## config.mk

```make
export PLATFORM = sky130hd
export DESIGN_NAME = bsr_front
export DESIGN_NICKNAME = d
export VERILOG_FILES = /design/src/hdl/bsr_pkg.sv /design/src/hdl/bsr_front.sv
export SDC_FILE = /design/constraint.sdc
export NUM_CORES = 1
export LEC_CHECK = 0
export BUFFER_PORTS_ARGS = -buffer_cell sky130_fd_sc_hd__buf_2
export CORE_MARGIN = 2
export CORE_UTILIZATION = 55
export DETAILED_ROUTE_END_ITERATION = 8
export PLACE_DENSITY = 0.83
export SLEW_MARGIN = 0
export SYNTH_ARGS = -nofsm -noshare
export SYNTH_HDL_FRONTEND = slang
export SYNTH_SLANG_ARGS = --single-unit
```

## constraint.sdc

```tcl
create_clock -name i_clk -period 5.25 [get_ports i_clk]
set_input_delay 0.525 -clock i_clk [delete_from_list [all_inputs] [get_ports i_clk]]
set_output_delay 0.525 -clock i_clk [all_outputs]
set_load 0.02 [all_outputs]
```

## src/hdl/bsr_pkg.sv

```systemverilog
// Shared types and codes for the byte stream reassembler.
`default_nettype none

package bsr_pkg;

    // Operation codes on the input op field.
    localparam logic [1:0] OP_BYTE     = 2'd0;
    localparam logic [1:0] OP_END_MARK = 2'd1;
    localparam logic [1:0] OP_POP      = 2'd2;

    localparam logic [31:0] INDEX_MAX  = 32'hFFFF_FFFF;
    localparam int          WAIT_OUT_W = 11;

    typedef enum logic [1:0] {
        K_ARRIVE,
        K_END_MARK,
        K_POP,
        K_NOP
    } t_kind;

    // Decoded command handed from the front end to the engine.
    typedef struct packed {
        t_kind       kind;
        logic [31:0] index;
        logic [7:0]  value;
        logic        end_set;
        logic [31:0] end_len;
    } t_cmd;

    typedef struct packed {
        logic [7:0]            read_byte;
        logic                  read_valid;
        logic                  accepted;
        logic [31:0]           written_count;
        logic [WAIT_OUT_W-1:0] waiting_count;
        logic                  stream_ended;
    } t_result;

    // One slot of the window store.
    typedef struct packed {
        logic       present;
        logic [7:0] data;
    } t_entry;

    typedef enum logic [3:0] {
        S_CLEAR,
        S_IDLE,
        S_INS_ADDR,
        S_INS_CHK,
        S_DRAIN_RD,
        S_DRAIN_CHK,
        S_POP_WAIT,
        S_FIN_CHK,
        S_EMIT
    } t_back_state;

endpackage

`default_nettype wire

```

## src/hdl/bsr_front.sv

```systemverilog
// Front end: accepts input transfers, decodes them and queues the commands.
`default_nettype none

module bsr_front (
    input  logic          i_clk,
    input  logic          i_rst_n,
    input  logic          i_push,
    input  logic [1:0]    i_op,
    input  logic [31:0]   i_stream_index,
    input  logic [7:0]    i_byte_value,
    input  logic          i_ends_stream,
    input  logic          i_hold,
    output logic          o_full,
    output logic          o_cmd_valid,
    output bsr_pkg::t_cmd o_cmd,
    input  logic          i_cmd_take
);

    import bsr_pkg::*;

    t_cmd       dec_cmd;
    t_cmd       r_q [2];
    logic       r_wr;
    logic       r_rd;
    logic [1:0] r_count;
    logic [1:0] n_count;
    logic       push_ok;
    logic       take_ok;

    always_comb begin
        dec_cmd.index   = i_stream_index;
        dec_cmd.value   = i_byte_value;
        dec_cmd.end_len = i_stream_index + 32'd1;
        dec_cmd.end_set = 1'b0;
        unique case (i_op)
            OP_BYTE: begin
                dec_cmd.kind    = K_ARRIVE;
                // A final byte at the top index has a length that cannot be held.
                dec_cmd.end_set = i_ends_stream && (i_stream_index != INDEX_MAX);
            end
            OP_END_MARK: dec_cmd.kind = K_END_MARK;
            OP_POP:      dec_cmd.kind = K_POP;
            default:     dec_cmd.kind = K_NOP;
        endcase
    end

    assign o_full      = (r_count == 2'd2) || i_hold;
    assign o_cmd_valid = (r_count != 2'd0);
    assign o_cmd       = r_q[r_rd];
    assign push_ok     = i_push && !o_full;
    assign take_ok     = i_cmd_take && o_cmd_valid;

    always_comb begin
        n_count = r_count;
        if (push_ok && !take_ok) begin
            n_count = r_count + 2'd1;
        end else if (!push_ok && take_ok) begin
            n_count = r_count - 2'd1;
        end
    end

    always_ff @(posedge i_clk) begin
        if (!i_rst_n) begin
            r_wr    <= 1'b0;
            r_rd    <= 1'b0;
            r_count <= 2'd0;
        end else begin
            if (push_ok) begin
                r_wr <= ~r_wr;
            end
            if (take_ok) begin
                r_rd <= ~r_rd;
            end
            r_count <= n_count;
        end
    end

    always_ff @(posedge i_clk) begin
        if (push_ok) begin
            r_q[r_wr] <= dec_cmd;
        end
    end

endmodule

`default_nettype wire

```

==> results of run 1 <==
[cells in the mapped netlist, types with 5 or more instances]
| cell | count |
|---|---|
| and3_1 | 5 |
| buf_2 | 5 |
| clkbuf_1 | 6 |
| dfxtp_1 | 5 |
| edfxtp_1 | 150 |
| inv_1 | 5 |
| mux2_2 | 75 |
| nand2_1 | 11 |
| nand3_1 | 14 |
| nand4_1 | 9 |
| nor2_1 | 6 |
| xnor2_1 | 26 |
| xor2_1 | 7 |
[power by group]
| part | internal, mW | total (mW) | switching [mW] |
|---|---|---|---|
| clock network | 0.840 | 1.29 | 0.452 |
| logic | 0.355 | 0.796 | 0.442 |
| registers | 1.47 | 1.59 | 0.114 |
[state kept, by name (all words and copies together) (netlist names), named ones only]
| register | flops |
|---|---|
| r_count | 2 |
| r_q | 150 |
| r_rd | 1 |
| r_wr | 1 |
[worst paths after layout]
check	slack [ns]	from	endpoint	cells after the start
max	2.48	r_count[0]	r_q[0][34]	4
min	0.31	i_byte_value[5]	r_q[0][38]	1
max reg2reg	2.48	r_count[0]	r_q[0][34]	4
min reg2reg	0.56	r_count[1]	r_count[1]	2
[metal layers]
metal / global-route usage / wire length, um
met1: 0.239 / 4700
met2: 0.322 / 5830
met3: 0.0536 / 604
met4: 0.0850 / 257
met5: 0 / 0
[logic make-up (layout without fill, tap and decap cells)]
family,count (synthesis),count (layout)
adders and majority gates,2,2
AOI/OAI and AO/OA,6,6
DFF,155,155
buffers and inverters,17,164
and+or+nand+nor,64,64
muxes,75,75
xor gates and xnor gates,33,33
[critical path: stages, from the launching register on]
cell and delay, ns:
dfxtp_1 0.40, inv_1 0.08, a211oi_1 0.47, nor2b_4 1.05, buf_4 0.44
[stage by stage]
step / worst slack (ns) / util / cell area (sq um) / cells
2_1_floorplan: 0.445 / - / 6270 / 352
3_3_place_gp: 2.39 / 0.642 / 7050 / 607
3_5_place_dp: 2.28 / 0.642 / 7050 / 607
4_1_cts: 2.44 / 0.699 / 7680 / 639
5_1_grt: 2.27 / 0.699 / 7680 / 639
6_report: 2.48 / 0.699 / 7680 / 639
[final cells by class]
class                   count  area share
repair buffers            127      0.0838
inverters                   5     0.00244
clock buffers              19      0.0564
clock inverters            13      0.0259
flip-flops and latches    155       0.600
well taps                 140      0.0228
multi-input cells         180       0.209
==> metrics, run 1 <==
outcome=completed; row count=38; total wire length=roughly 11 mm; clk root buf=clkbuf_16; core box area=between 0.01 and 0.015 sq mm; worst path arrival time=between 2 and 3 ns; Avg WL per Cell=between 15 and 20 um; P&R area growth vs syn=22.5%; CP Class=register to register; CTS tree=yes; RSZ-0062 raised after global routing=false; most common cell after layout, fill and taps aside=edfxtp_1; Main synth FF type=edfxtp_1; CTS Buf Count=17; clk buf depth=2; gr ovfl total=0; area occupied by multi-input gates=~0.0016 sq mm; layout cells sized above 1=0.483; setup_tns=0 ns; Residual DRC=0; Yosys cell types=30; Die Y=111 um; worst hold path class=input port to register; Initial Util=0.571; Final min period=between 2 and 3 ns; compound-gate portion of the synthesized area=0.00599; Iteration-0 DRC Markers=around 190; Max-Cap Viols=0; FFs w/ async S/R, synth=0; top-area cell type share of the netlist area=0.718; leading area contributor after synthesis=edfxtp_1; Max Clock Skew=about 0.0047 ns; via count=~3500; Seq/Total Area, Yosys=0.734; Finish-stage setup viols=0; overall routing resource usage=0.194; Synth Area in Simple Gates=0.0631; Crit path required time=between 5 and 6 ns; crit path launch type=register; Final Net Count=536; placer's final routability congestion estimate=0.731; synthesized net count=402; largest net degree at the start of global routing=between 70 and 80; most frequent cells in the layout=150 x edfxtp_1, 124 x buf_2, 75 x mux2_2, 26 x xnor2_1, 17 x clkbuf_16; Antenna Nets Post-Route=0; CP Capture Type=register; top post-synthesis cells by area=edfxtp_1 72%, mux2_2 13%, xnor2_1 3.6%, dfxtp_1 1.6%, nand3_1 1.1%; Slew Limit Fails=0; clk sinks=roughly 160; Mapped Avg Cell Area=around 18 sq um; post-DP HPWL=7.27 mm; crit path max fanout=42; First-pass DRT Iterations=4; fillers=751; htree depth=4; Synth Area in XOR/XNOR=0.0461; Slew Limit Headroom=0.204; CTS resizes=0; Yosys Warn Count=0; actual slew at the worst max-slew pin=~1.2 ns; initial antenna violation count=0; multiplexer share of the synthesized area=0.135; n_diodes=0; FMAX=360 MHz; PD cells=479 mW/mm^2; vias in the first global route=~3600; IO buf count=124; Post-CTS Setup Bufs=0; DIE AREA=between 0.01 and 0.015 sq mm; vias per cell=around 5.5; Post-synth EDFFs=150; Tcrit/Tclk final=0.528; fraction of the mapped netlist area in adder cells=0.00399; Final Hold Fails=0; largest family of logic cells by synthesized area=multiplexers; Synth Cell Area=between 0.006 and 0.007 sq mm; clk slew on worst S/H paths=~0.06 ns; Chip Width=approximately 110 um; Register Area=0.00461 sq mm; leakage power=between 2 and 3 nW; first-pass GRT wire length=18.3 mm; Synth Register Bits=155; hold_buf cts=0; Clock Latency Late Sink=about 0.40 ns; Cells after Synth=around 350; io pins=between 100 and 150; total power draw=approximately 3.7 mW; Max IR drop VDD=0.369 mV; hold_ws=roughly 0.31 ns
Note: power is estimated with default switching activity, not from simulation.
==> run 2: changes to the inputs <==
--- a/config.mk
+++ b/config.mk
@@ -7,9 +7,9 @@
 export LEC_CHECK = 0
 export BUFFER_PORTS_ARGS = -buffer_cell sky130_fd_sc_hd__buf_2
 export CORE_MARGIN = 2
-export CORE_UTILIZATION = 55
+export CORE_UTILIZATION = 49
 export DETAILED_ROUTE_END_ITERATION = 8
-export PLACE_DENSITY = 0.83
+export PLACE_DENSITY = 0.78
 export SLEW_MARGIN = 0
 export SYNTH_ARGS = -nofsm -noshare
 export SYNTH_HDL_FRONTEND = slang
==> constraint.sdc (replaced) <==
create_clock -name i_clk -period 2.4 [get_ports i_clk]
set_input_delay 0.24 -clock i_clk [delete_from_list [all_inputs] [get_ports i_clk]]
set_output_delay 0.24 -clock i_clk [all_outputs]
set_load 0.02 [all_outputs]
==> metrics, run 2 (synthesis results as in run 1) <==
post-DP HPWL=7.38 mm (+1.4%); actual slew at the worst max-slew pin=0.491 ns (-0.700 ns); Cells on Worst Hold Path=1 (unchanged); htree depth=4 (unchanged); Critical Path Max Stage Delay=0.40 ns (-0.65 ns); gr ovfl total=0 (unchanged); total wire length=11.7 mm (+2.3%); Crit path required time=2.16 ns (-3.17 ns); IO buf count=124 (unchanged); placer's final routability congestion estimate=0.786 (+7.5%); FMAX=around 510 MHz; Hold Crit Start=i_byte_value[7]; Critical Path Slowest Stage Cell=mux2_2; Max IR drop VDD=0.644 mV (+75%); Max Clock Skew=0.00649 ns (+0.00182 ns); DIE AREA=0.0137 sq mm (+12%); Post-CTS Setup Bufs=0 (unchanged); Iteration-0 DRC Markers=225 (+20%); CTS tree=yes; n_diodes=0 (unchanged); Slew Limit Fails=0 (unchanged); worst r2r src=r_count[0]; final core utilization=0.621 (-0.0785); core box area=0.0126 sq mm (+14%); Clock Latency Late Sink=0.42 ns (+0.02 ns); most common cell after layout, fill and taps aside=edfxtp_1; fillers=918 (+22%); Slew Limit Headroom=0.670 (+0.466); PD cells=1010 mW/mm^2 (+110%); vias per cell=5.09 (-6.9%); outcome=completed; final instance area=0.00780 sq mm (+1.6%); register with the most flip-flops=r_q; P&R area growth vs syn=24.4%; worst hold path class=input port to register; crit-path cells=buf_4, mux2_2, buf_2; Initial Util=0.499 (-0.0720); Finish-stage setup viols=0 (unchanged); clk slew on worst S/H paths=0.06 ns (about the same); CTS resizes=0 (unchanged); First-pass DRT Iterations=4 (unchanged); clk root buf=clkbuf_16; worst path arrival time=1.73 ns (-1.13 ns); Final Hold Fails=0 (unchanged); leakage power=2.81 nW (+1.1%); crit path launch type=register; Tcrit/Tclk final=0.819; initial antenna violation count=0 (unchanged); Final Net Count=546 (+1.9%); CP Capture Type=output port; first-pass GRT wire length=17.6 mm (-4.1%); reg2reg path depth=4 (unchanged); via count=3463 (-0.77%); Final min period=1.97 ns; io pins=125 (unchanged); clk sinks=155 (unchanged); crit path max fanout=32 (-24%); Residual DRC=0 (unchanged); Antenna Nets Post-Route=0 (unchanged); Die Y=117 um (+5.7%); largest net degree at the start of global routing=46 (-39%); RSZ-0062 raised after global routing=false; clk buf depth=2 (unchanged); row count=41 (+7.9%); overall routing resource usage=0.177 (-0.0169); Area after DPL=0.00717 sq mm (+1.7%); hold_buf cts=5 (+5); CP Class=register to output port; setup_tns=0 ns (unchanged); Chip Width=117 um (+5.7%); layout cells sized above 1=0.485 (+0.00230); most frequent cells in the layout=150 x edfxtp_1, 124 x buf_2, 75 x mux2_2, 26 x xnor2_1, 17 x clkbuf_16; Avg WL per Cell=17.1 um (-4.0%); vias in the first global route=3472 (-3.1%); CTS Buf Count=17 (unchanged); Max-Cap Viols=0 (unchanged); max FFs per register=150 (unchanged); Largest regs=r_q: 150 flops, r_count: 2 flops
-- run 2: cell count changes in the layout (fill, tap and decap cells not counted) --
cell and delta:
inv_6 -1, clkinvlp_4 +2, a211oi_1 -1, buf_4 +2, a211oi_2 +1, clkbuf_1 -1, bufinv_16 -2, buf_12 +3
dlygate4sd3_1 +5, clkinv_2 +1, clkinv_1 +1
-- run 2: cell type report --
| cell class | instances | area, sq um | area share |
|---|---|---|---|
| Tap cell | 172 | 215 | 0.0276 |
| Clock buffer | 18 | 429 | 0.0550 |
| Multi-Input combinational cell | 180 | 1610 | 0.206 |
| Sequential cell | 155 | 4610 | 0.591 |
| Clock inverter | 14 | 154 | 0.0197 |
| Inverter | 5 | 18.8 | 0.00241 |
| Timing Repair Buffer | 137 | 768 | 0.0985 |
-- run 2: path summary, 6_finish.rpt --
check                     to  slack (ns)
setup / recovery   o_cmd[45]        0.43
hold / removal    r_q[1][40]        0.02
setup reg to reg  r_q[0][34]        0.57
hold reg to reg   r_count[1]        0.55
-- run 2: metal layers --
layer	wire, um	vias to the layer above	GRT usage
met1	4930	1705	0.219
li1	-	1649	-
met4	258	0	0.0839
met3	493	22	0.0520
met5	0	-	0
met2	5980	87	0.287
-- run 2: through the flow --
step	hold WS (ns)	std cells	worst slack [ns]	total power, mW
3_5_place_dp	0.434	644	0.530	5.34
4_1_cts	0.00432	681	0.412	7.96
5_1_grt	0.00153	681	0.349	8.21
2_1_floorplan	0.339	352	0.0283	4.70
6_report	0.0190	681	0.434	7.89
3_3_place_gp	0.428	644	0.616	5.30
-- run 2: power by group --
part	internal (mW)	switching [mW]
Combinational	0.820	1.16
Sequential	3.22	0.0671
Clock	1.62	1.01
-- run 2: worst max-delay path, delay by kind of cell (launching register included) --
family | cells | cell delay, ns
multiplexers | 1 | 0.40
flip-flops | 1 | 0.36
buffers and inverters | 2 | 0.53
