**src/hdl/bsr_pkg.sv**
```systemverilog
// Shared types and codes for the byte stream reassembler.
`default_nettype none

package bsr_pkg;

    // Operation codes on the input op field.
    localparam logic [1:0] OP_BYTE     = 2'd0;
    localparam logic [1:0] OP_END_MARK = 2'd1;
    localparam logic [1:0] OP_POP      = 2'd2;

    localparam logic [31:0] INDEX_MAX  = 32'hFFFF_FFFF;
    localparam int          WAIT_OUT_W = 11;

    typedef enum logic [1:0] {
        K_ARRIVE,
        K_END_MARK,
        K_POP,
        K_NOP
    } t_kind;

    // Decoded command handed from the front end to the engine.
    typedef struct packed {
        t_kind       kind;
        logic [31:0] index;
        logic [7:0]  value;
        logic        end_set;
        logic [31:0] end_len;
    } t_cmd;

    typedef struct packed {
        logic [7:0]            read_byte;
        logic                  read_valid;
        logic                  accepted;
        logic [31:0]           written_count;
        logic [WAIT_OUT_W-1:0] waiting_count;
        logic                  stream_ended;
    } t_result;

    // One slot of the window store.
    typedef struct packed {
        logic       present;
        logic [7:0] data;
    } t_entry;

    typedef enum logic [3:0] {
        S_CLEAR,
        S_IDLE,
        S_INS_ADDR,
        S_INS_CHK,
        S_DRAIN_RD,
        S_DRAIN_CHK,
        S_POP_WAIT,
        S_FIN_CHK,
        S_EMIT
    } t_back_state;

endpackage

`default_nettype wire

```
**src/hdl/bsr_result_q.sv**
```systemverilog
// Two-entry result queue that feeds the output side.
`default_nettype none

module bsr_result_q (
    input  logic             i_clk,
    input  logic             i_rst_n,
    input  logic             i_push,
    input  bsr_pkg::t_result i_res,
    output logic             o_full,
    output logic             o_empty,
    input  logic             i_pop,
    output bsr_pkg::t_result o_res
);

    import bsr_pkg::*;

    t_result    r_q [2];
    logic       r_wr;
    logic       r_rd;
    logic [1:0] r_count;
    logic [1:0] n_count;
    logic       push_ok;
    logic       pop_ok;

    assign o_full  = (r_count == 2'd2);
    assign o_empty = (r_count == 2'd0);
    assign o_res   = r_q[r_rd];
    assign push_ok = i_push && !o_full;
    assign pop_ok  = i_pop && !o_empty;

    always_comb begin
        n_count = r_count;
        if (push_ok && !pop_ok) begin
            n_count = r_count + 2'd1;
        end else if (!push_ok && pop_ok) begin
            n_count = r_count - 2'd1;
        end
    end

    always_ff @(posedge i_clk) begin
        if (!i_rst_n) begin
            r_wr    <= 1'b0;
            r_rd    <= 1'b0;
            r_count <= 2'd0;
        end else begin
            if (push_ok) begin
                r_wr <= ~r_wr;
            end
            if (pop_ok) begin
                r_rd <= ~r_rd;
            end
            r_count <= n_count;
        end
    end

    always_ff @(posedge i_clk) begin
        if (push_ok) begin
            r_q[r_wr] <= i_res;
        end
    end

endmodule

`default_nettype wire

```
**config.mk**
```make
export PLATFORM = sky130hd
export DESIGN_NAME = bsr_result_q
export DESIGN_NICKNAME = d
export VERILOG_FILES = /design/src/hdl/bsr_pkg.sv /design/src/hdl/bsr_result_q.sv
export SDC_FILE = /design/constraint.sdc
export NUM_CORES = 1
export LEC_CHECK = 0
export CORE_ASPECT_RATIO = 0.75
export CORE_UTILIZATION = 63
export CTS_BUF_LIST = sky130_fd_sc_hd__clkbuf_8
export DETAILED_ROUTE_END_ITERATION = 8
export DONT_BUFFER_PORTS = 1
export PLACE_DENSITY = 0.76
export RECOVER_POWER = 100
export REMOVE_ABC_BUFFERS = 1
export SLEW_MARGIN = 15
export SYNTH_ARGS = -nofsm -noshare
export SYNTH_HDL_FRONTEND = slang
export SYNTH_SLANG_ARGS = --single-unit
export TNS_END_PERCENT = 50
```
**constraint.sdc**
```tcl
create_clock -name i_clk -period 4.2 [get_ports i_clk]
set_input_delay 0.84 -clock i_clk [delete_from_list [all_inputs] [get_ports i_clk]]
set_output_delay 0.84 -clock i_clk [all_outputs]
set_load 0.005 [all_outputs]
```
==> results.ini, run 1 <==
[die]
die-area_um2=6880
ios=114
die_h_um=72.1
start_util_pct=65.3
die_x_um=95.5
rows=25
coreArea_um2=6320

[critical_path]
start_kind=flip-flop
slowest_stage=and3_1
crit_fanout=54
crit_chain=nand2b_1 -> and3_1
crit_type=flip-flop to flip-flop
crit_arrival_ns=2.87
path_buf_inv=0
max_stage_delay_ns=1.84
endpoint_kind=flip-flop
critical_path_required_ns=4.16
cpLargestDelayFamily=simple AND/OR/NAND/NOR gates

[cts]
clk_pin_slew_ns=0.06
post_cts_buffers=0
clock-sinks=113
ctsRootBufferMaster=clkbuf_8
holdBufCountCts=0
clockBufferDepth=2
cts_tree=done
cts_resized=0
numCtsBuffers=17
cts-htree-levels=4
clkLatencyLatePin_ns=0.40

[placement]
dpl.hpwl_mm=4.08
port_buffers=0
place_ws_ns=1.74
gp_congestion=0.723
place_inst=269

[yosys]
synth_ff_type=edfxtp_1
ys_top_cells_by_count=edfxtp_1, mux2_2, buf_4, dfxtp_1, and2_1
synth_cell_types=21
yosysSeqAreaShare_pct=81.0
synthCells=193
synth_edf_count=108
netlist_area_um2=4130
yosysTopAreaCell=edfxtp_1
yosysWarnings=0
synth-async-reset-ratio_pct=0
yosysMostFrequentCell=edfxtp_1
synth_area_leaders=edfxtp_1, mux2_2, dfxtp_1
ys_ff_latch=113
avgSynthCellArea_um2=21.4
synth_top_area_share_pct=78.6

[timing]
rsz0062_at_grt=false
slew_violations=55
fmax_mhz=344
setup_slack_ns=1.29
period_share_pct=69.2
setup_violations=0
relSlewSlack_pct=-63.7
clock_skew_ns=0.00520
min_period_ns=2.91
tns_ns=0
hold_viol=0
max_slew.worst_pin.slew_ns=2.45

[grt]
overflow=0
met1_usage_pct=21.3
grt_pass1_wl_mm=9.38
grt_pass1_vias=1825
top_usage_layer=met2
grt_usage_pct=20.0
grt_use_met3_pct=13.5
antenna_found_initial=0
met2_usage_pct=32.0
grt_max_degree=56

[route]
post-route-drc-count=0
dr.pass1.iters=6
ant_nets=0
finalWirelength_mm=6.44
first_iter_violations=105
vias=1737
vias_per_cell=5.79
wl_per_cell_um=21.5

[pwr]
power_density_nw_per_um2=635
leakage_nw=1.52
power.total_mw=2.91
peakVddDrop_mv=0.579

[cells_and_area]
finalNetCount=266
final_layout_size_suffix_gt1_share_pct=25.1
nFillCells=359
diodes=0
syn2layout_area_growth_pct=11.0
layoutNonFillerInstCount=300
seq_area_um2=3340
multi_input_area_um2=741
fin_util_pct=72.5

[min_path]
hold_path.class=primary input to flip-flop

[status]
status=finished, violations left
violations=capacitance limit, slew limit

[run]
maxCapViolations=1

## worst register-to-register path: stages (launching register included)
cell,delay (ns)
dfxtp_1,0.43
nand2b_1,0.18
and3_1,1.84
## layout by cell type, fill, tap and decap left out, types with 2 or more instances in the layout
cell and n:
xnor2_1 2, inv_1 3, o21ai_0 2, mux2_1 30
clkinv_2 5, a21boi_0 2, clkinvlp_4 3, and2_1 2
bufinv_16 3, clkbuf_8 17, mux2_2 24, dfxtp_1 4
clkinv_1 2, nor2_1 2, edfxtp_1 108
## power breakdown
| group | leakage [nW] | internal, mW | total (mW) | switching [mW] |
|---|---|---|---|---|
| registers | 1.05 | 1.43 | 1.54 | 0.114 |
| logic | 0.273 | 0.191 | 0.406 | 0.215 |
| clock network | 0.193 | 0.570 | 0.962 | 0.392 |
| total | 1.52 | 2.19 | 2.91 | 0.720 |
## stage by stage
step / cell area [µm²] / hold WS [ns]
3_3_place_gp: 4200 / 0.494
2_1_floorplan: 4090 / 0.483
3_5_place_dp: 4200 / 0.538
6_report: 4580 / 0.534
4_1_cts: 4590 / 0.506
5_1_grt: 4580 / 0.494
## worst paths after layout
kind                      startpoint                       to  slack [ns]  cells past startpoint
max          r_count[0]$_SDFFE_PN0P_     r_q[1][19]$_DFFE_PP_        1.29                      2
min                        i_res[42]     r_q[0][42]$_DFFE_PP_        0.53                      0
max reg2reg  r_count[0]$_SDFFE_PN0P_     r_q[1][19]$_DFFE_PP_        1.29                      2
min reg2reg  r_count[1]$_SDFFE_PN0P_  r_count[1]$_SDFFE_PN0P_        0.57                      2
## sequential cells by signal (all words and copies together), names as in the netlist, named ones only
| signal | cells |
|---|---|
| r_count | 2 |
| r_wr | 1 |
| r_rd | 1 |
| r_q | 108 |
## kinds of logic (layout without fill, tap and decap cells)
group | count (synthesis) | after routing | share of synthesized area (%)
AO/OA/AOI/OAI | 5 | 5 | 0.788
XOR/XNOR | 3 | 3 | 0.637
adder cells (fa/ha/maj) | 1 | 1 | 0.303
buffers and inverters | 8 | 34 | 1.21
flip-flops | 113 | 113 | 81.0
multiplexers | 54 | 54 | 14.7
AND/OR/NAND/NOR | 9 | 9 | 1.33
## layer usage
| metal | vias up | part of all wire, % | routed length (µm) |
|---|---|---|---|
| met5 | - | 0 | 0 |
| li1 | 787 | - | - |
| met4 | 0 | 0.95 | 61 |
| met1 | 867 | 36 | 2290 |
| met2 | 77 | 52 | 3320 |
| met3 | 6 | 12 | 771 |
## cell type report
| class | instances | share of cell area (%) |
|---|---|---|
| Clock buffer | 17 | 5.11 |
| Sequential cell | 113 | 73.0 |
| Inverter | 2 | 0.164 |
| Clock inverter | 14 | 3.25 |
| Multi-Input combinational cell | 72 | 16.2 |
| Tap cell | 81 | 2.21 |
| Timing Repair Buffer | 1 | 0.109 |
(Power assumes the default switching activity.)
==> run 2, diff against run 1 <==
--- a/config.mk
+++ b/config.mk
@@ -5,12 +5,13 @@
 export SDC_FILE = /design/constraint.sdc
 export NUM_CORES = 1
 export LEC_CHECK = 0
+export ABC_AREA = 1
 export CORE_ASPECT_RATIO = 0.75
-export CORE_UTILIZATION = 63
+export CORE_UTILIZATION = 59
 export CTS_BUF_LIST = sky130_fd_sc_hd__clkbuf_8
 export DETAILED_ROUTE_END_ITERATION = 8
 export DONT_BUFFER_PORTS = 1
-export PLACE_DENSITY = 0.76
+export PLACE_DENSITY = 0.75
 export RECOVER_POWER = 100
 export REMOVE_ABC_BUFFERS = 1
 export SLEW_MARGIN = 15
==> constraint.sdc (replaced) <==
create_clock -name i_clk -period 2.5 [get_ports i_clk]
set_input_delay 0.5 -clock i_clk [delete_from_list [all_inputs] [get_ports i_clk]]
set_output_delay 0.5 -clock i_clk [all_outputs]
set_load 0.005 [all_outputs]
==> run 2 against run 1 <==
The run now ends clean. Die area grew 13%. Via count grew 2.9%. Count of clock-buffer cells in the layout is the same. Flip-flop and latch count is the same. Synthesized area grew 6.5%. Cell area grew 3.0%. Power grew 66%. Hold slack lost 0.35 ns. Non-clock buffer count grew 3. Highest routed layer unchanged.
==> results.ini, run 2 <==
[grt]
grt_max_degree=55  ; was 56
grt_pass1_vias=1891  ; was 1,825
grt_pass1_wl_mm=9.69  ; was 9.38 mm
antenna_found_initial=0  ; unchanged
overflow=0  ; unchanged
grt_usage_pct=17.8  ; was 20.0%

[yosys]
yosysSeqAreaShare_pct=76.1  ; was 81.0%
synth_top_area_share_pct=73.8  ; was 78.6%
synth_ff_type=edfxtp_1  ; unchanged
synthCells=206  ; was 193
ys_top_cells_by_count=edfxtp_1, mux2_4, nor2_1  ; was edfxtp_1, mux2_2, buf_4, dfxtp_1, and2_1
synth_area_leaders=edfxtp_1, mux2_4, buf_12  ; was edfxtp_1, mux2_2, dfxtp_1
synth_edf_count=108  ; unchanged
yosysWarnings=0  ; unchanged
netlist_area_um2=4400  ; was 4130 µm²
synth-async-reset-ratio_pct=0  ; unchanged
ys_ff_latch=113  ; unchanged
yosysMostFrequentCell=edfxtp_1  ; unchanged
yosysTopAreaCell=edfxtp_1  ; unchanged
avgSynthCellArea_um2=21.3  ; was 21.4 µm²
synth_cell_types=15  ; was 21

[cells_and_area]
nFillCells=466  ; was 359
final_layout_size_suffix_gt1_share_pct=25.4  ; was 25.1%
top_regs=r_q x108, r_count x2  ; unchanged
final_cell_area_um2=4720  ; was 4580 µm²
fin_util_pct=67.5  ; was 72.5%
diodes=0  ; unchanged
top_register=r_q  ; unchanged
final_cell_mix=edfxtp_1, mux2_1, mux2_4, clkbuf_8, inv_1  ; was edfxtp_1, mux2_1, mux2_2, clkbuf_8, clkinv_2
layout_commonest_cell=edfxtp_1  ; unchanged
finalNetCount=282  ; was 266
largest_reg_flops=108  ; unchanged
syn2layout_area_growth_pct=7.37  ; was 11.0%

[die]
die_h_um=76.8  ; was 72.1 µm
rows=26  ; was 25
die-area_um2=7800  ; was 6880 µm²
coreArea_um2=6990  ; was 6320 µm²
ios=114  ; unchanged
die_x_um=102  ; was 95.5 µm
start_util_pct=62.8  ; was 65.3%

[timing]
slew_violations=0  ; was 55
hold_viol=0  ; unchanged
relSlewSlack_pct=44.6  ; was -63.7%
worst_hold_slack_ns=0.185  ; was 0.534 ns
rsz0062_at_grt=false  ; unchanged
clock_skew_ns=0.00878  ; was 0.00520 ns
period_share_pct=88.3
min_period_ns=2.21
fmax_mhz=453
setup_violations=0  ; unchanged
max_slew.worst_pin.slew_ns=0.822  ; was 2.45 ns

[critical_path]
rrSetupSlack_ns=0.51  ; was 1.29 ns
crit_fanout=20  ; was 54
critical_path_required_ns=2.00  ; was 4.16 ns
endpoint_kind=output pin  ; was flip-flop
start_kind=flip-flop  ; unchanged
crit_type=flip-flop to output pin  ; was flip-flop to flip-flop
crit_arrival_ns=1.71  ; was 2.87 ns

[pwr]
peakVddDrop_mv=0.584  ; was 0.579 mV
power.total_mw=4.83  ; was 2.91 mW
leakage_nw=1.63  ; was 1.52 nW
power_density_nw_per_um2=1020  ; was 635 nW/µm²

[route]
first_iter_violations=84  ; was 105
dr.pass1.iters=4  ; was 6
post-route-drc-count=0  ; unchanged
wl_met3_um=713  ; was 771 µm
vias_per_cell=5.35  ; was 5.79
top_layer=met4  ; unchanged
finalWirelength_mm=6.41  ; was 6.44 mm
wl_met1_mm=2.46  ; was 2.29 mm
ant_nets=0  ; unchanged
vias=1787  ; was 1,737
wl_met2_mm=3.18  ; was 3.32 mm
wl_per_cell_um=19.2  ; was 21.5 µm

[cts]
holdBufCountCts=0  ; unchanged
numCtsBuffers=17  ; unchanged
clk_pin_slew_ns=0.07  ; was 0.06 ns
cts_tree=done  ; unchanged
post_cts_buffers=0  ; unchanged
cts_resized=0  ; unchanged
clockBufferDepth=2  ; unchanged
clkLatencyLatePin_ns=0.41  ; was 0.40 ns
ctsRootBufferMaster=clkbuf_8  ; unchanged
cts-htree-levels=4  ; unchanged
clock-sinks=113  ; unchanged

[run]
maxCapViolations=0  ; was 1

[placement]
port_buffers=0  ; unchanged
dpl.hpwl_mm=4.20  ; was 4.08 mm
gp_congestion=0.690  ; was 0.723
place_area_um2=4510  ; was 4200 µm²

[min_path]
hold_path.class=primary input to flip-flop  ; unchanged

[status]
status=complete, no violations  ; was finished, violations left

## run 2: final cells by class
type                            count  area, µm²  share of cell area (%)
Tap cell                           98        123                    2.60
Sequential cell                   113       3350                    70.9
Clock buffer                       17        234                    4.96
Clock inverter                     15        126                    2.68
Multi-Input combinational cell     78        813                    17.2
Inverter                            9       33.8                   0.716
Timing Repair Buffer                4       42.5                   0.901
## run 2: worst paths after layout
kind | start | to | depth (start not counted)
worst min-delay path | i_res[52] | r_q[1][52]$_DFFE_PP_ | 0
worst min register to register | r_rd$_SDFFE_PN0P_ | r_rd$_SDFFE_PN0P_ | 2
worst max-delay path | flip-flop | o_res[32] | 2
worst max register to register | r_count[1]$_SDFFE_PN0P_ | r_q[0][44]$_DFFE_PP_ | 4
## run 2: routing by layer
metal  track usage [%]  vias up
li1                  -      824
met1              18.8      877
met2              28.0       81
met3              11.7        5
met4              7.39        0
met5                 0        -
## run 2: critical path, cell delays in order, from the launching register on
cell,delay (ns)
dfxtp_4,0.50
clkbuf_4,0.44
mux2_4,0.35
## run 2: cells by family after synthesis
kind of cell             synth area share [%]
buffers and inverters                    3.30
adder cells (fa/ha/maj)                 0.285
AND/OR/NAND/NOR                          1.71
multiplexers                             18.1
AO/OA/AOI/OAI                           0.541
flip-flops                               76.1
## run 2: metrics by stage
stage | std cells | setup slack (ns) | TNS (ns)
final | 334 | 0.292 | 0
after global routing | 334 | 0.184 | 0
after CTS | 334 | 0.399 | 0
after detailed placement | 302 | 0.850 | 0
after global placement | 302 | 0.860 | 0
after floorplan | 200 | -0.795 | -113.25
## run 2: power by group
part           total, mW  switching, mW  internal [mW]  leakage, nW
Sequential          2.51          0.103           2.40         1.05
Combinational      0.804          0.453          0.351        0.397
Clock               1.52          0.661          0.855        0.182
Total               4.83           1.22           3.61         1.63
